## src/hdl/bsc_pkg.sv

```systemverilog
// Shared types and constants for the barometric sensor compensation block.
// Used by every module under hdl; depends on nothing else.
package bsc_pkg;

    // Configuration register indexes.
    localparam logic [2:0] CFG_AC_FIRST  = 3'd0;
    localparam logic [2:0] CFG_AC_SECOND = 3'd1;
    localparam logic [2:0] CFG_B_PAIR    = 3'd2;
    localparam logic [2:0] CFG_M_PAIR    = 3'd3;
    localparam logic [2:0] CFG_OSS       = 3'd4;

    localparam int CFG_DATA_W = 48;
    localparam logic [1:0] OSS_RESET = 2'd1;

    // Request kinds.
    localparam logic KIND_TEMP  = 1'b0;
    localparam logic KIND_PRESS = 1'b1;

    // Compensation constants.
    localparam logic signed [31:0] B6_OFFSET  = 32'sd4000;
    localparam logic [31:0]        B7_SCALE   = 32'd50000;
    localparam logic signed [43:0] B4_OFFSET  = 44'sd32768;
    localparam logic signed [31:0] P_SQ_COEF  = 32'sd3038;
    localparam logic signed [31:0] P_LIN_COEF = -32'sd7357;
    localparam logic signed [55:0] P_BIAS     = 56'sd3791;

    // Iteration counts of the shared arithmetic units.
    localparam int MUL_DIGITS = 4;
    localparam int DIV_STEPS  = 34;

    typedef struct packed {
        logic        req_type;
        logic [23:0] raw_value;
    } in_t;

    typedef struct packed {
        logic               result_kind;
        logic signed [31:0] value;
        logic               status;
    } out_t;

    // Micro-steps of the compensation sequence; each one is a multiply.
    typedef enum logic [3:0] {
        STEP_T1  = 4'd0,
        STEP_P1  = 4'd1,
        STEP_P2  = 4'd2,
        STEP_P3  = 4'd3,
        STEP_P4  = 4'd4,
        STEP_P5  = 4'd5,
        STEP_P6  = 4'd6,
        STEP_P7  = 4'd7,
        STEP_P8  = 4'd8,
        STEP_P9  = 4'd9,
        STEP_P10 = 4'd10
    } step_t;

    typedef struct packed {
        logic  load;
        logic  mul_start;
        logic  mul_capture;
        logic  div_start;
        logic  div_capture;
        logic  check;
        logic  emit;
        step_t step;
    } cmd_t;

    typedef struct packed {
        logic mul_done;
        logic div_done;
        logic is_pressure;
        logic zero_div;
    } sts_t;

endpackage

```

## src/hdl/bsc_mul.sv

```systemverilog
// Sequential signed multiplier: 64-bit by 32-bit, one 8-bit digit per cycle.
// Depends on bsc_pkg for the digit count.
module bsc_mul (
    input  logic               aclk,
    input  logic               aresetn,
    input  logic               start,
    input  logic signed [63:0] a,
    input  logic signed [31:0] b,
    output logic               done,
    output logic signed [63:0] product
);

    logic signed [63:0] a_reg, a_next;
    logic signed [31:0] b_reg, b_next;
    logic signed [63:0] acc_reg, acc_next;
    logic [1:0]         cnt_reg, cnt_next;
    logic               busy_reg, busy_next;
    logic               done_reg, done_next;
    logic signed [8:0]  dig;
    logic signed [63:0] pp;

    // Low digits are unsigned, the top digit carries the sign.
    assign dig = (cnt_reg == 2'(bsc_pkg::MUL_DIGITS - 1)) ? {b_reg[7], b_reg[7:0]}
                                                         : {1'b0, b_reg[7:0]};
    assign pp  = a_reg * dig;

    always_comb begin
        a_next    = a_reg;
        b_next    = b_reg;
        acc_next  = acc_reg;
        cnt_next  = cnt_reg;
        busy_next = busy_reg;
        done_next = 1'b0;
        if (start) begin
            a_next    = a;
            b_next    = b;
            acc_next  = '0;
            cnt_next  = '0;
            busy_next = 1'b1;
        end else if (busy_reg) begin
            acc_next = acc_reg + pp;
            a_next   = a_reg <<< 8;
            b_next   = b_reg >>> 8;
            cnt_next = cnt_reg + 2'd1;
            if (cnt_reg == 2'(bsc_pkg::MUL_DIGITS - 1)) begin
                busy_next = 1'b0;
                done_next = 1'b1;
            end
        end
    end

    always_ff @(posedge aclk) begin
        if (!aresetn) begin
            busy_reg <= 1'b0;
            done_reg <= 1'b0;
            cnt_reg  <= '0;
        end else begin
            busy_reg <= busy_next;
            done_reg <= done_next;
            cnt_reg  <= cnt_next;
        end
        a_reg   <= a_next;
        b_reg   <= b_next;
        acc_reg <= acc_next;
    end

    assign done    = done_reg;
    assign product = acc_reg;

endmodule

```

## src/hdl/bsc_div.sv

```systemverilog
// Restoring unsigned divider: 34-bit dividend by 32-bit divisor, one bit per cycle.
// Depends on bsc_pkg for the step count.
module bsc_div (
    input  logic        aclk,
    input  logic        aresetn,
    input  logic        start,
    input  logic [33:0] dividend,
    input  logic [31:0] divisor,
    output logic        done,
    output logic [33:0] quotient
);

    logic [33:0] quo_reg, quo_next;
    logic [31:0] rem_reg, rem_next;
    logic [31:0] dvs_reg, dvs_next;
    logic [5:0]  cnt_reg, cnt_next;
    logic        busy_reg, busy_next;
    logic        done_reg, done_next;
    logic [32:0] sh;
    logic [32:0] diff;
    logic        fits;

    assign sh   = {rem_reg, quo_reg[33]};
    assign diff = sh - {1'b0, dvs_reg};
    assign fits = (sh >= {1'b0, dvs_reg});

    always_comb begin
        quo_next  = quo_reg;
        rem_next  = rem_reg;
        dvs_next  = dvs_reg;
        cnt_next  = cnt_reg;
        busy_next = busy_reg;
        done_next = 1'b0;
        if (start) begin
            quo_next  = dividend;
            rem_next  = '0;
            dvs_next  = divisor;
            cnt_next  = '0;
            busy_next = 1'b1;
        end else if (busy_reg) begin
            rem_next = fits ? diff[31:0] : sh[31:0];
            quo_next = {quo_reg[32:0], fits};
            cnt_next = cnt_reg + 6'd1;
            if (cnt_reg == 6'(bsc_pkg::DIV_STEPS - 1)) begin
                busy_next = 1'b0;
                done_next = 1'b1;
            end
        end
    end

    always_ff @(posedge aclk) begin
        if (!aresetn) begin
            busy_reg <= 1'b0;
            done_reg <= 1'b0;
            cnt_reg  <= '0;
        end else begin
            busy_reg <= busy_next;
            done_reg <= done_next;
            cnt_reg  <= cnt_next;
        end
        quo_reg <= quo_next;
        rem_reg <= rem_next;
        dvs_reg <= dvs_next;
    end

    assign done     = done_reg;
    assign quotient = quo_reg;

endmodule

```

## src/hdl/bsc_datapath.sv

```systemverilog
// Datapath: calibration registers, intermediates, output register and the
// shared multiplier and divider. Depends on bsc_pkg, bsc_mul and bsc_div.
module bsc_datapath (
    input  logic                              aclk,
    input  logic                              aresetn,
    input  logic                              cfg_we,
    input  logic [2:0]                        cfg_index,
    input  logic [bsc_pkg::CFG_DATA_W-1:0]    cfg_data,
    input  bsc_pkg::in_t                      s_data,
    input  bsc_pkg::cmd_t                     cmd,
    output bsc_pkg::sts_t                     sts,
    output bsc_pkg::out_t                     m_data
);

    logic [47:0] ac_first_reg, ac_second_reg;
    logic [31:0] b_pair_reg, m_pair_reg;
    logic [1:0]  oss_reg;

    logic               kind_reg;
    logic [23:0]        raw_reg;
    logic signed [31:0] b5_reg;
    logic signed [31:0] b6_reg;
    logic signed [17:0] x1_reg;
    logic signed [18:0] den_reg;
    logic signed [42:0] sq_reg;
    logic signed [47:0] x3_reg;
    logic signed [43:0] y_reg;
    logic [31:0]        b3_reg, b4_reg, b7_reg;
    logic [33:0]        p_reg;
    logic signed [53:0] t1_reg;
    logic signed [31:0] result_reg;
    logic               status_reg;
    bsc_pkg::out_t      out_reg;

    logic signed [15:0] ac1, ac2, ac3, b1, b2, mc, md;
    logic [15:0]        ac4, ac5, ac6;

    assign ac1 = $signed(ac_first_reg[47:32]);
    assign ac2 = $signed(ac_first_reg[31:16]);
    assign ac3 = $signed(ac_first_reg[15:0]);
    assign ac4 = ac_second_reg[47:32];
    assign ac5 = ac_second_reg[31:16];
    assign ac6 = ac_second_reg[15:0];
    assign b1  = $signed(b_pair_reg[31:16]);
    assign b2  = $signed(b_pair_reg[15:0]);
    assign mc  = $signed(m_pair_reg[31:16]);
    assign md  = $signed(m_pair_reg[15:0]);

    // Configuration writes.
    always_ff @(posedge aclk) begin
        if (!aresetn) begin
            ac_first_reg  <= '0;
            ac_second_reg <= '0;
            b_pair_reg    <= '0;
            m_pair_reg    <= '0;
            oss_reg       <= bsc_pkg::OSS_RESET;
        end else if (cfg_we) begin
            unique case (cfg_index)
                bsc_pkg::CFG_AC_FIRST:  ac_first_reg  <= cfg_data;
                bsc_pkg::CFG_AC_SECOND: ac_second_reg <= cfg_data;
                bsc_pkg::CFG_B_PAIR:    b_pair_reg    <= cfg_data[31:0];
                bsc_pkg::CFG_M_PAIR:    m_pair_reg    <= cfg_data[31:0];
                bsc_pkg::CFG_OSS:       oss_reg       <= cfg_data[1:0];
                default: ;
            endcase
        end
    end

    // Shared arithmetic units.
    logic               mul_done, div_done;
    logic signed [63:0] mul_a, prod;
    logic signed [31:0] mul_b;
    logic [33:0]        div_n, quo;
    logic [31:0]        div_d;

    bsc_mul u_mul (
        .aclk    (aclk),
        .aresetn (aresetn),
        .start   (cmd.mul_start),
        .a       (mul_a),
        .b       (mul_b),
        .done    (mul_done),
        .product (prod)
    );

    bsc_div u_div (
        .aclk     (aclk),
        .aresetn  (aresetn),
        .start    (cmd.div_start),
        .dividend (div_n),
        .divisor  (div_d),
        .done     (div_done),
        .quotient (quo)
    );

    // Operand selection.
    logic signed [16:0] ut_diff;
    logic [18:0]        up_w;
    logic [31:0]        up_minus_b3;

    assign ut_diff     = $signed({1'b0, raw_reg[15:0]}) - $signed({1'b0, ac6});
    assign up_w        = 19'(raw_reg >> (4'd8 - {2'b00, oss_reg}));
    assign up_minus_b3 = {13'd0, up_w} - b3_reg;

    always_comb begin
        unique case (cmd.step)
            bsc_pkg::STEP_T1: begin
                mul_a = 64'(ut_diff);
                mul_b = $signed({16'd0, ac5});
            end
            bsc_pkg::STEP_P1: begin
                mul_a = 64'(b6_reg);
                mul_b = b6_reg;
            end
            bsc_pkg::STEP_P2: begin
                mul_a = 64'(sq_reg);
                mul_b = 32'(b2);
            end
            bsc_pkg::STEP_P3: begin
                mul_a = 64'(ac2);
                mul_b = b6_reg;
            end
            bsc_pkg::STEP_P4: begin
                mul_a = 64'(ac3);
                mul_b = b6_reg;
            end
            bsc_pkg::STEP_P5: begin
                mul_a = 64'(sq_reg);
                mul_b = 32'(b1);
            end
            bsc_pkg::STEP_P6: begin
                mul_a = 64'(y_reg);
                mul_b = $signed({16'd0, ac4});
            end
            bsc_pkg::STEP_P7: begin
                mul_a = $signed({32'd0, up_minus_b3});
                mul_b = $signed(bsc_pkg::B7_SCALE >> oss_reg);
            end
            bsc_pkg::STEP_P8: begin
                mul_a = $signed({38'd0, p_reg[33:8]});
                mul_b = $signed({6'd0, p_reg[33:8]});
            end
            bsc_pkg::STEP_P9: begin
                mul_a = 64'(t1_reg);
                mul_b = bsc_pkg::P_SQ_COEF;
            end
            bsc_pkg::STEP_P10: begin
                mul_a = $signed({30'd0, p_reg});
                mul_b = bsc_pkg::P_LIN_COEF;
            end
            default: begin
                mul_a = '0;
                mul_b = '0;
            end
        endcase
    end

    // Divider operands: signed temperature division runs on magnitudes.
    logic signed [26:0] mc_sh;
    logic [26:0]        mc_mag;
    logic [18:0]        den_mag;
    logic               q_neg;

    assign mc_sh   = 27'(mc) <<< 11;
    assign mc_mag  = mc_sh[26] ? 27'(-mc_sh) : 27'(mc_sh);
    assign den_mag = den_reg[18] ? 19'(-den_reg) : 19'(den_reg);
    assign q_neg   = mc_sh[26] ^ den_reg[18];

    always_comb begin
        if (kind_reg == bsc_pkg::KIND_TEMP) begin
            div_n = {7'd0, mc_mag};
            div_d = {13'd0, den_mag};
        end else if (b7_reg[31]) begin
            div_n = {2'd0, b7_reg};
            div_d = b4_reg;
        end else begin
            div_n = {1'b0, b7_reg, 1'b0};
            div_d = b4_reg;
        end
    end

    function automatic logic [31:0] calc_b3(input logic signed [15:0] c1,
                                            input logic signed [47:0] x3,
                                            input logic [1:0] oss);
        logic signed [63:0] v;
        logic signed [63:0] q;
        v = ((64'(c1) <<< 2) + 64'(x3)) <<< oss;
        v = v + 64'sd2;
        q = (v + (v[63] ? 64'sd3 : 64'sd0)) >>> 2;
        return q[31:0];
    endfunction

    // Values formed when a unit finishes.
    logic signed [17:0] x1_new;
    logic signed [43:0] y_sum;
    logic signed [55:0] corr_sum;
    logic signed [55:0] p_final;
    logic signed [33:0] x2;
    logic signed [31:0] b5_new;
    logic signed [32:0] t_round;

    assign x1_new   = $signed(prod[32:15]);
    assign y_sum    = y_reg + $signed(prod[59:16]) + 44'sd2;
    assign corr_sum = 56'(t1_reg) + 56'($signed(prod[63:16])) + bsc_pkg::P_BIAS;
    assign p_final  = $signed({22'd0, p_reg}) + (corr_sum >>> 4);
    assign x2       = q_neg ? -$signed(quo) : $signed(quo);
    assign b5_new   = 32'(34'(x1_reg) + x2);
    assign t_round  = 33'(b5_new) + 33'sd8;

    always_ff @(posedge aclk) begin
        if (!aresetn) begin
            b5_reg <= '0;
        end else if (cmd.div_capture && kind_reg == bsc_pkg::KIND_TEMP) begin
            b5_reg <= b5_new;
        end
    end

    always_ff @(posedge aclk) begin
        if (cmd.load) begin
            kind_reg   <= s_data.req_type;
            raw_reg    <= s_data.raw_value;
            b6_reg     <= b5_reg - bsc_pkg::B6_OFFSET;
            result_reg <= '0;
            status_reg <= 1'b0;
        end
        if (cmd.check && sts.zero_div) begin
            status_reg <= 1'b1;
        end
        if (cmd.mul_capture) begin
            unique case (cmd.step)
                bsc_pkg::STEP_T1: begin
                    x1_reg  <= x1_new;
                    den_reg <= 19'(x1_new) + 19'(md);
                end
                bsc_pkg::STEP_P1: sq_reg <= $signed(prod[54:12]);
                bsc_pkg::STEP_P2: x3_reg <= $signed(prod[58:11]);
                bsc_pkg::STEP_P3: x3_reg <= x3_reg + $signed(prod[58:11]);
                bsc_pkg::STEP_P4: begin
                    y_reg  <= $signed(prod[56:13]);
                    b3_reg <= calc_b3(ac1, x3_reg, oss_reg);
                end
                bsc_pkg::STEP_P5: y_reg <= (y_sum >>> 2) + bsc_pkg::B4_OFFSET;
                bsc_pkg::STEP_P6: b4_reg <= prod[46:15];
                bsc_pkg::STEP_P7: b7_reg <= prod[31:0];
                bsc_pkg::STEP_P8: t1_reg <= $signed(prod[53:0]);
                bsc_pkg::STEP_P9: t1_reg <= 54'($signed(prod[63:16]));
                bsc_pkg::STEP_P10: result_reg <= p_final[31:0];
                default: ;
            endcase
        end
        if (cmd.div_capture) begin
            if (kind_reg == bsc_pkg::KIND_TEMP) begin
                result_reg <= 32'(t_round >>> 4);
            end else begin
                // The doubled quotient of a large b7 wraps at 32 bits.
                p_reg <= b7_reg[31] ? {2'b00, quo[30:0], 1'b0} : quo;
            end
        end
        if (cmd.emit) begin
            out_reg.result_kind <= kind_reg;
            out_reg.value       <= result_reg;
            out_reg.status      <= status_reg;
        end
    end

    assign sts.mul_done    = mul_done;
    assign sts.div_done    = div_done;
    assign sts.is_pressure = kind_reg;
    assign sts.zero_div    = (kind_reg == bsc_pkg::KIND_PRESS) ? (b4_reg == 32'd0)
                                                               : (den_reg == 19'sd0);
    assign m_data = out_reg;

endmodule

```

## src/hdl/bsc_ctrl.sv

```systemverilog
// Controller: sequences multiply and divide steps and owns both handshakes.
// Depends on bsc_pkg for the command, status and step types.
module bsc_ctrl (
    input  logic          aclk,
    input  logic          aresetn,
    input  logic          s_valid,
    input  logic          in_kind,
    output logic          s_ready,
    output logic          m_valid,
    input  logic          m_ready,
    input  bsc_pkg::sts_t sts,
    output bsc_pkg::cmd_t cmd
);

    typedef enum logic [6:0] {
        ST_IDLE     = 7'b0000001,
        ST_MUL_GO   = 7'b0000010,
        ST_MUL_WAIT = 7'b0000100,
        ST_CHECK    = 7'b0001000,
        ST_DIV_GO   = 7'b0010000,
        ST_DIV_WAIT = 7'b0100000,
        ST_DONE     = 7'b1000000
    } state_t;

    state_t         state_reg, state_next;
    bsc_pkg::step_t step_reg, step_next;
    logic           out_valid_reg, out_valid_next;

    always_comb begin
        state_next     = state_reg;
        step_next      = step_reg;
        out_valid_next = out_valid_reg;
        cmd            = '0;
        cmd.step       = step_reg;
        if (out_valid_reg && m_ready) begin
            out_valid_next = 1'b0;
        end
        unique case (state_reg)
            ST_IDLE: begin
                if (s_valid) begin
                    cmd.load   = 1'b1;
                    step_next  = in_kind ? bsc_pkg::STEP_P1 : bsc_pkg::STEP_T1;
                    state_next = ST_MUL_GO;
                end
            end
            ST_MUL_GO: begin
                cmd.mul_start = 1'b1;
                state_next    = ST_MUL_WAIT;
            end
            ST_MUL_WAIT: begin
                if (sts.mul_done) begin
                    cmd.mul_capture = 1'b1;
                    priority if (step_reg == bsc_pkg::STEP_T1 ||
                                 step_reg == bsc_pkg::STEP_P7) begin
                        state_next = ST_CHECK;
                    end else if (step_reg == bsc_pkg::STEP_P10) begin
                        state_next = ST_DONE;
                    end else begin
                        step_next  = bsc_pkg::step_t'(step_reg + 4'd1);
                        state_next = ST_MUL_GO;
                    end
                end
            end
            ST_CHECK: begin
                cmd.check  = 1'b1;
                state_next = sts.zero_div ? ST_DONE : ST_DIV_GO;
            end
            ST_DIV_GO: begin
                cmd.div_start = 1'b1;
                state_next    = ST_DIV_WAIT;
            end
            ST_DIV_WAIT: begin
                if (sts.div_done) begin
                    cmd.div_capture = 1'b1;
                    if (sts.is_pressure) begin
                        step_next  = bsc_pkg::STEP_P8;
                        state_next = ST_MUL_GO;
                    end else begin
                        state_next = ST_DONE;
                    end
                end
            end
            ST_DONE: begin
                if (!out_valid_reg || m_ready) begin
                    cmd.emit       = 1'b1;
                    out_valid_next = 1'b1;
                    state_next     = ST_IDLE;
                end
            end
            default: state_next = ST_IDLE;
        endcase
    end

    always_ff @(posedge aclk) begin
        if (!aresetn) begin
            state_reg     <= ST_IDLE;
            step_reg      <= bsc_pkg::STEP_T1;
            out_valid_reg <= 1'b0;
        end else begin
            state_reg     <= state_next;
            step_reg      <= step_next;
            out_valid_reg <= out_valid_next;
        end
    end

    assign s_ready = (state_reg == ST_IDLE);
    assign m_valid = out_valid_reg;

`ifndef NO_ASSERTIONS
    a_mul_done_waits: assert property (@(posedge aclk) disable iff (!aresetn)
        sts.mul_done |-> state_reg == ST_MUL_WAIT)
        else $error("multiplier finished outside its wait state");
    a_div_done_waits: assert property (@(posedge aclk) disable iff (!aresetn)
        sts.div_done |-> state_reg == ST_DIV_WAIT)
        else $error("divider finished outside its wait state");
    a_no_overwrite: assert property (@(posedge aclk) disable iff (!aresetn)
        (state_reg == ST_DONE && out_valid_reg && !m_ready) |=> state_reg == ST_DONE)
        else $error("pending result would be overwritten");
    a_emit_valid: assert property (@(posedge aclk) disable iff (!aresetn)
        cmd.emit |=> out_valid_reg)
        else $error("emitted result not presented");
`endif

endmodule

```

## src/hdl/baro_sensor_compensation.sv

```systemverilog
// Top level of the barometric sensor temperature and pressure compensation.
// Depends on bsc_pkg, bsc_ctrl and bsc_datapath.
//
//   Channel  Direction  Handshake            Payload
//   s_       in         s_valid / s_ready    bsc_pkg::in_t  (req_type, raw_value)
//   m_       out        m_valid / m_ready    bsc_pkg::out_t (result_kind, value, status)
//   cfg_     in         cfg_we (no wait)     cfg_index, cfg_data
//
// A temperature item holds the block from its transfer to the next possible one,
// a pressure item longer, set by one shared 64x32 multiplier that handles one
// 8-bit digit per cycle and a 34-step bit-serial divider. A zero divisor skips
// the division, for temperature and pressure alike.
// One item is in work at a time; the next transfer is taken once the result is
// moved into the output register, even while that result still waits for m_ready.
// A stalled output holds the finished item in its last state until room frees up.
// Reset is synchronous on aresetn low; it clears control state, the stored b5
// and the calibration registers, with oversampling returning to one.
module baro_sensor_compensation (
    input  logic                           aclk,
    input  logic                           aresetn,
    input  logic                           cfg_we,
    input  logic [2:0]                     cfg_index,
    input  logic [bsc_pkg::CFG_DATA_W-1:0] cfg_data,
    input  logic                           s_valid,
    output logic                           s_ready,
    input  bsc_pkg::in_t                   s_data,
    output logic                           m_valid,
    input  logic                           m_ready,
    output bsc_pkg::out_t                  m_data
);

    bsc_pkg::cmd_t cmd;
    bsc_pkg::sts_t sts;

    // The controller walks the compensation steps; the datapath does the math.
    bsc_ctrl u_ctrl (
        .aclk    (aclk),
        .aresetn (aresetn),
        .s_valid (s_valid),
        .in_kind (s_data.req_type),
        .s_ready (s_ready),
        .m_valid (m_valid),
        .m_ready (m_ready),
        .sts     (sts),
        .cmd     (cmd)
    );

    bsc_datapath u_dp (
        .aclk      (aclk),
        .aresetn   (aresetn),
        .cfg_we    (cfg_we),
        .cfg_index (cfg_index),
        .cfg_data  (cfg_data),
        .s_data    (s_data),
        .cmd       (cmd),
        .sts       (sts),
        .m_data    (m_data)
    );

endmodule

```

## config.mk

```make
export PLATFORM = sky130hd
export DESIGN_NAME = baro_sensor_compensation
export DESIGN_NICKNAME = d
export VERILOG_FILES = /design/src/hdl/bsc_pkg.sv /design/src/hdl/bsc_mul.sv /design/src/hdl/bsc_div.sv /design/src/hdl/bsc_datapath.sv /design/src/hdl/bsc_ctrl.sv /design/src/hdl/baro_sensor_compensation.sv
export SDC_FILE = /design/constraint.sdc
export NUM_CORES = 2
export LEC_CHECK = 0
export BUFFER_PORTS_ARGS = -buffer_cell sky130_fd_sc_hd__buf_2
export CELL_PAD_IN_SITES_DETAIL_PLACEMENT = 0
export CELL_PAD_IN_SITES_GLOBAL_PLACEMENT = 2
export CORE_MARGIN = 2
export CORE_UTILIZATION = 42
export DETAILED_ROUTE_END_ITERATION = 10
export HOLD_SLACK_MARGIN = 0.03
export PLACE_DENSITY = 0.86
export SYNTH_ARGS = -nofsm -noshare
export SYNTH_HDL_FRONTEND = slang
export SYNTH_HIERARCHICAL = 1
export SYNTH_SLANG_ARGS = --single-unit
```

## constraint.sdc

```tcl
create_clock -name aclk -period 9.5 [get_ports aclk]
set_input_delay 0.475 -clock aclk [delete_from_list [all_inputs] [get_ports aclk]]
set_output_delay 0.475 -clock aclk [all_outputs]
set_load 0.05 [all_outputs]
```

# After elaboration in Yosys (flattened, before gate mapping)
# Index checks and enable logic that the tools add are counted.
# op_classes
n_addsub	25
multipliers	1
magnitude_cmp	1
n_eq_ne	30
shifts	3
mux	66
bitwise	5
reduce_logical	38
# op_table
operator	count
64-bit one-hot mux with 10 select lines	1
32-bit two-way mux	10
32-bit one-hot mux with 9 select lines	1
64-bit two-way mux	2
54-bit one-hot mux with 2 select lines	1
34-bit two-way mux	3
48-bit one-hot mux with 2 select lines	1
44-bit one-hot mux with 2 select lines	1
64-bit by 3-bit adder with 64-bit output, second input constant	1
64-bit adder	1
64-bit by 9-bit multiplier with 64-bit output	1
64-bit by 2-bit <<< shifter with 64-bit output	1
7-bit two-way mux	8
18-bit by 48-bit adder with 49-bit output	1
7-bit one-hot mux with 7 select lines	1
48-bit adder	1
44-bit by 3-bit adder with 44-bit output, second input constant	1
44-bit adder	1
42-bit by 17-bit adder with 43-bit output, second input constant	1
19-bit two-way mux	2
36-bit by 13-bit adder with 36-bit output, second input constant	1
36-bit adder	1
34-bit adder	1
32-bit by 5-bit adder with 33-bit output, second input constant	1
other kinds (58)	125
# word_totals
ff_bits	956
inputBits	81
output_inout_bits	36
elab_cells	211

# Longest topological paths before layout
# logic_depth
depth_word	7
depth_mapped	33
mapped_depth_nobuf	30

# By module
# Netlist, hierarchy kept.
# modules_own_cells
module	n_inst	cells_per_inst	area_per_inst_um2	seq_area_each_um2
bsc_datapath	1	5705	50120.6	17967.2
bsc_mul	1	2696	25129.1	4244.1
bsc_div	1	656	6452.4	2782.7
bsc_ctrl	1	121	965.9	240.2

# Least setup slack after synthesis
# OpenSTA, ideal clock, no wires.
# synth_timing
path_type	register to register
from	register u_dp.oss_reg[0]
to	register u_dp.u_mul.a_reg[24], data pin
setup_ns	0.260
arrival_time_ns	6.462
required_time_ns	9.240
path_slack_ns	2.779
path_stages_with_launch	34
path_buffers	8
synth_period_minus_slack_ns	6.721
path_cell_list	dfxtp_1 buf_2 inv_1 clkbuf_1 clkbuf_1 buf_1 buf_1 clkbuf_1 ha_1 clkbuf_1 clkbuf_1 mux2i_1 nand2_1 nand2_1 nor2_1 a21oi_1 ha_1 inv_1 fa_1 a21o_1 a21oi_1 o21ai_0 a21oi_1 o21bai_1 a211o_1 a21boi_0 o31a_1 a211oi_1 o21ai_0 a21o_1 nor3_1 xor2_1 o2111ai_1 mux2_2
# synth_between
elab_chain_len	5
# synth_rtl
item	line_no	text
start: declaration	bsc_datapath.sv:17	logic [1:0] oss_reg;
start signal: assignment	bsc_datapath.sv:56	oss_reg <= bsc_pkg::OSS_RESET;
start signal: assignment	bsc_datapath.sv:63	bsc_pkg::CFG_OSS: oss_reg <= cfg_data[1:0];
4-bit by 2-bit subtractor with 4-bit output	bsc_datapath.sv:102	assign up_w = 19'(raw_reg >> (4'd8 - {2'b00, oss_reg}));
24-bit by 4-bit right shift with 19-bit output	bsc_datapath.sv:102	
19-bit by 32-bit subtractor with 32-bit output	bsc_datapath.sv:103	assign up_minus_b3 = {13'd0, up_w} - b3_reg;
64-bit one-hot mux with 10 select lines	bsc_datapath.sv:106	unique case (cmd.step)
via u_dp.mul_a[24]	bsc_datapath.sv:71	logic signed [63:0] mul_a, prod;
64-bit two-way mux	bsc_mul.sv:34	if (start) begin
via u_dp.u_mul.a_next[24]	bsc_mul.sv:13	logic signed [63:0] a_reg, a_next;
end signal: assignment	bsc_mul.sv:62	a_reg <= a_next;
end: declaration	bsc_mul.sv:13	
# The timed path passes the listed nets, and every way through them passes these cells.
# A chain may end at the register's enable or synchronous reset.

# Worst setup path after layout
# layout_timing
from	register u_dp.x3_reg[12]
to	register u_dp.b3_reg[31], data pin
# layout_between
elab_chain_len	5
# layout_rtl
item	line_no	text
start: declaration	bsc_datapath.sv:26	logic signed [47:0] x3_reg;
start signal: assignment	bsc_datapath.sv:236	bsc_pkg::STEP_P2: x3_reg <= $signed(prod[58:11]);
start signal: assignment	bsc_datapath.sv:237	bsc_pkg::STEP_P3: x3_reg <= x3_reg + $signed(prod[58:11]);
18-bit by 48-bit adder with 49-bit output (*)	bsc_datapath.sv:187	v = ((64'(c1) <<< 2) + 64'(x3)) <<< oss;
64-bit by 2-bit <<< shifter with 64-bit output (*)	bsc_datapath.sv:187	
64-bit by 3-bit adder with 64-bit output (*)	bsc_datapath.sv:188	v = v + 64'sd2;
2-bit two-way mux	bsc_datapath.sv:189	q = (v + (v[63] ? 64'sd3 : 64'sd0)) >>> 2;
34-bit adder (*)	bsc_datapath.sv:189	
end signal: assignment	bsc_datapath.sv:240	b3_reg <= calc_b3(ac1, x3_reg, oss_reg);
end: declaration	bsc_datapath.sv:28	logic [31:0] b3_reg, b4_reg, b7_reg;
# Mark *: on every way between the ends. The rest lies on a longest branch, timed or not.

==> reports/results.ini <==
[run_status]
status=finished, final reports clean

[yosys]
synthMuxAreaShare_pct=3.55
yosys.area_share.xor_xnor_pct=5.16
synthCells=9178
syn_area_um2=82700
yosys.area.top_type=edfxtp_1
synth_top_family_by_area=adder cells
async_flop_share_pct=0
ys_ff_latch=956
synthFlopType=edfxtp_1
synth-edff-count=609
synth_cell_types=137
synth_compound_area_share_pct=17.2
synthSimpleGateAreaFrac_pct=17.9
yosysTopAreaCellShare_pct=22.1
yosysSeqAreaShare_pct=30.5
yosys-top-cells-area=edfxtp_1 22%, fa_1 11%, dfxtp_1 8.4%
syn_area_per_cell_um2=9.01
synthAdderAreaFrac_pct=19.7
yosys_warnings=6

[cells_and_area]
area_delta_synth_final_pct=9.16
regArea_um2=25200
drive_gt1_share_pct=8.40
multi_input_area_um2=52700
n_fill_cell=18900
layout.nets=10200

[critical_path]
reg2reg_slack_ns=1.90
slowest_delay_ns=1.09
endpoint_kind=flip-flop
cp_max_fo=11
required_ns=10.00
path_cells=ha_1 > and2_1 > nand2_1 > a2111oi_0 > o21ai_0 > a211oi_1 > a211oi_1 > a32oi_1 > and3_1 > and3_1 > nand4_1 > nor2b_1 > ha_1 > nand3_1 > nor2_1 > o211ai_1 > nor3_2 > nand4_1 > nor2_1 > nand4_2 > nor4_2 > xnor2_1
crit_cells=22
crit_arrival_ns=8.10
critPathBufInv=0
r2r_cells=22
worstSetupPathType=reg2reg
cp_top_family=compound AO/OA/AOI/OAI gates
crit_path_top_delay_cell=a2111oi_0
cp-start-kind=flip-flop

[timing]
rsz0062_at_grt=false
setup_ws_ns=1.90
slew_viol_final=0
finalSetupViolations=0
clock_skew_ns=0.0630
tns_ns=0
max_freq_mhz=132
min_period_ns=7.60
final.period_utilization_pct=80.0
hold_viol_final=0
relSlewSlack_pct=11.9
tightestPinTransition_ns=1.29

[die]
ios=117
initial_utilization_pct=42.4
core_um2=195000
die_h_um=448
die_width_um=448
die_area_um2=200000
rows=162

[power_and_ir_drop]
power_density_nw_per_um2=300
p_leak_nw=36.6
peakVddDrop_v=0.000275

[global_routing]
grt_pass1_wl_um=455000
grt_max_degree=97
track_usage_pct=30.5
grt_pass1_vias=68200
grt_util_met1_pct=40.2
grt_overflow=0
grt_busiest_layer=met2
met3_usage_pct=5.32
use_met2_pct=49.4
antenna_found_initial=12

[clock_tree]
ctsRootBufferMaster=clkbuf_16
cts_buffers=112
worstSkewPairLatency_ns=0.79
cts_resized=0
cts_tree=built
cts_sinks=956
cts.clk_slew.worst_paths_ns=0.06
cts.path.max_buffers=3
htreeDepth=3
postCtsSetupRepairBufs=0

[run]
cap_violations=0

[placed_design]
hpwl_um=231000
place_congestion=0.971
dp_slack_ns=2.02
port_buffers=116

[drt]
post-route-drc-count=0
drt_wl_total_um=310000
detail-route-antenna-nets=0
drtPass1Iterations=9
vias=70300
drt_iter0_markers=6810
wire_per_inst_um=26.2
via_per_inst=5.94

[worst_hold_path]
hold_path_class=in2reg
holdPathStages=3

==> path summary, 6_finish.rpt <==
check                                        to                 from
worst max-delay path            u_dp/b3_reg[31]      u_dp/x3_reg[12]
worst max register to register  u_dp/b3_reg[31]      u_dp/x3_reg[12]
worst min register to register  u_dp/m_data[14]  u_dp/result_reg[13]
worst min-delay path             u_ctrl/m_valid              m_ready
==> cell families after synthesis <==
kind of cell	Yosys count
muxes	270
buffers and inverters	1271
adders and majority gates	1019
AOI/OAI and AO/OA	2086
DFF	956
and+or+nand+nor	3088
other	1
xor gates and xnor gates	487
==> through the flow <==
stage	std cells	hold slack (ns)	util (%)	total power, mW	cell area [um2]
after floorplan	9179	0.400	-	17.1	82700
final	11900	0.0875	46.2	27.1	90200
after detailed placement	11600	0.407	43.9	22.3	85800
after global routing	11800	0.0491	46.2	29.0	90200
after CTS	11800	0.0301	46.2	26.9	90200
after global placement	11600	0.404	43.9	22.3	85800
==> power by group <==
part           internal [mW]  switching [mW]
registers               4.76           0.428
clock network           2.51            2.01
logic                   6.51            10.9
==> metal layers <==
metal | wire length (um) | share of wire (%) | up-vias
met4 | 14500 | 4.7 | 6
li1 | - | - | 32000
met3 | 24600 | 7.9 | 598
met1 | 129000 | 42 | 34900
met5 | 36 | 0.012 | -
met2 | 142000 | 46 | 2842
==> cell type report <==
| cell class | count | area share [%] |
|---|---|---|
| antenna | 8 | 0.0222 |
| tap | 2624 | 3.64 |
| clock buffer | 142 | 3.37 |
| timing repair buffer | 322 | 2.56 |
| clock inverter | 72 | 0.844 |
| inverter | 774 | 3.22 |
| sequential | 956 | 28.0 |
| multi-input combinational | 6952 | 58.4 |
==> synth_stat cells (168+ instances only) <==
cell type	count
a21boi_0	211
and2_1	290
o21ai_0	413
clkbuf_1	372
dfxtp_1	347
fa_1	472
xor2_1	190
a21oi_1	445
inv_1	773
mux2_2	168
xnor2_1	297
nand2_1	1363
nor2_1	486
edfxtp_1	609
ha_1	547
==> worst register-to-register path, stage by stage (launching register included) <==
cell,delay (ns)
edfxtp_1,0.41
ha_1,0.51
and2_1,0.28
nand2_1,0.13
a2111oi_0,1.09
o21ai_0,0.47
a211oi_1,0.39
a211oi_1,0.14
a32oi_1,0.67
and3_1,0.36
and3_1,0.24
nand4_1,0.20
nor2b_1,0.22
ha_1,0.30
nand3_1,0.06
nor2_1,0.18
o211ai_1,0.30
nor3_2,0.45
nand4_1,0.14
nor2_1,0.31
nand4_2,0.19
nor4_2,0.21
xnor2_1,0.10
==> layout by cell type (no fill, tap or decap), types with 89 or more instances in the layout <==
master,count
ha_1,547
nand4_1,95
mux2_2,168
and2_1,286
mux2i_1,100
a21boi_0,211
inv_1,771
a21o_1,151
nor2b_1,89
a211oi_1,98
o21ai_0,413
a21oi_1,445
buf_4,141
xor2_1,190
nor2_1,477
nand3_1,151
edfxtp_1,609
nor3_1,129
xnor2_1,297
nand2_1,1359
dfxtp_1,343
fa_1,472
clkbuf_16,115
buf_2,115
==> what timing repair did <==
| item | CTS | global route |
|---|---|---|
| endpoints found under the setup margin | 0 | 0 |
| hold endpoints to repair | 118 | 0 |
| hold buffers | 64 | 0 |
Note: power is estimated with default switching activity, not from simulation.
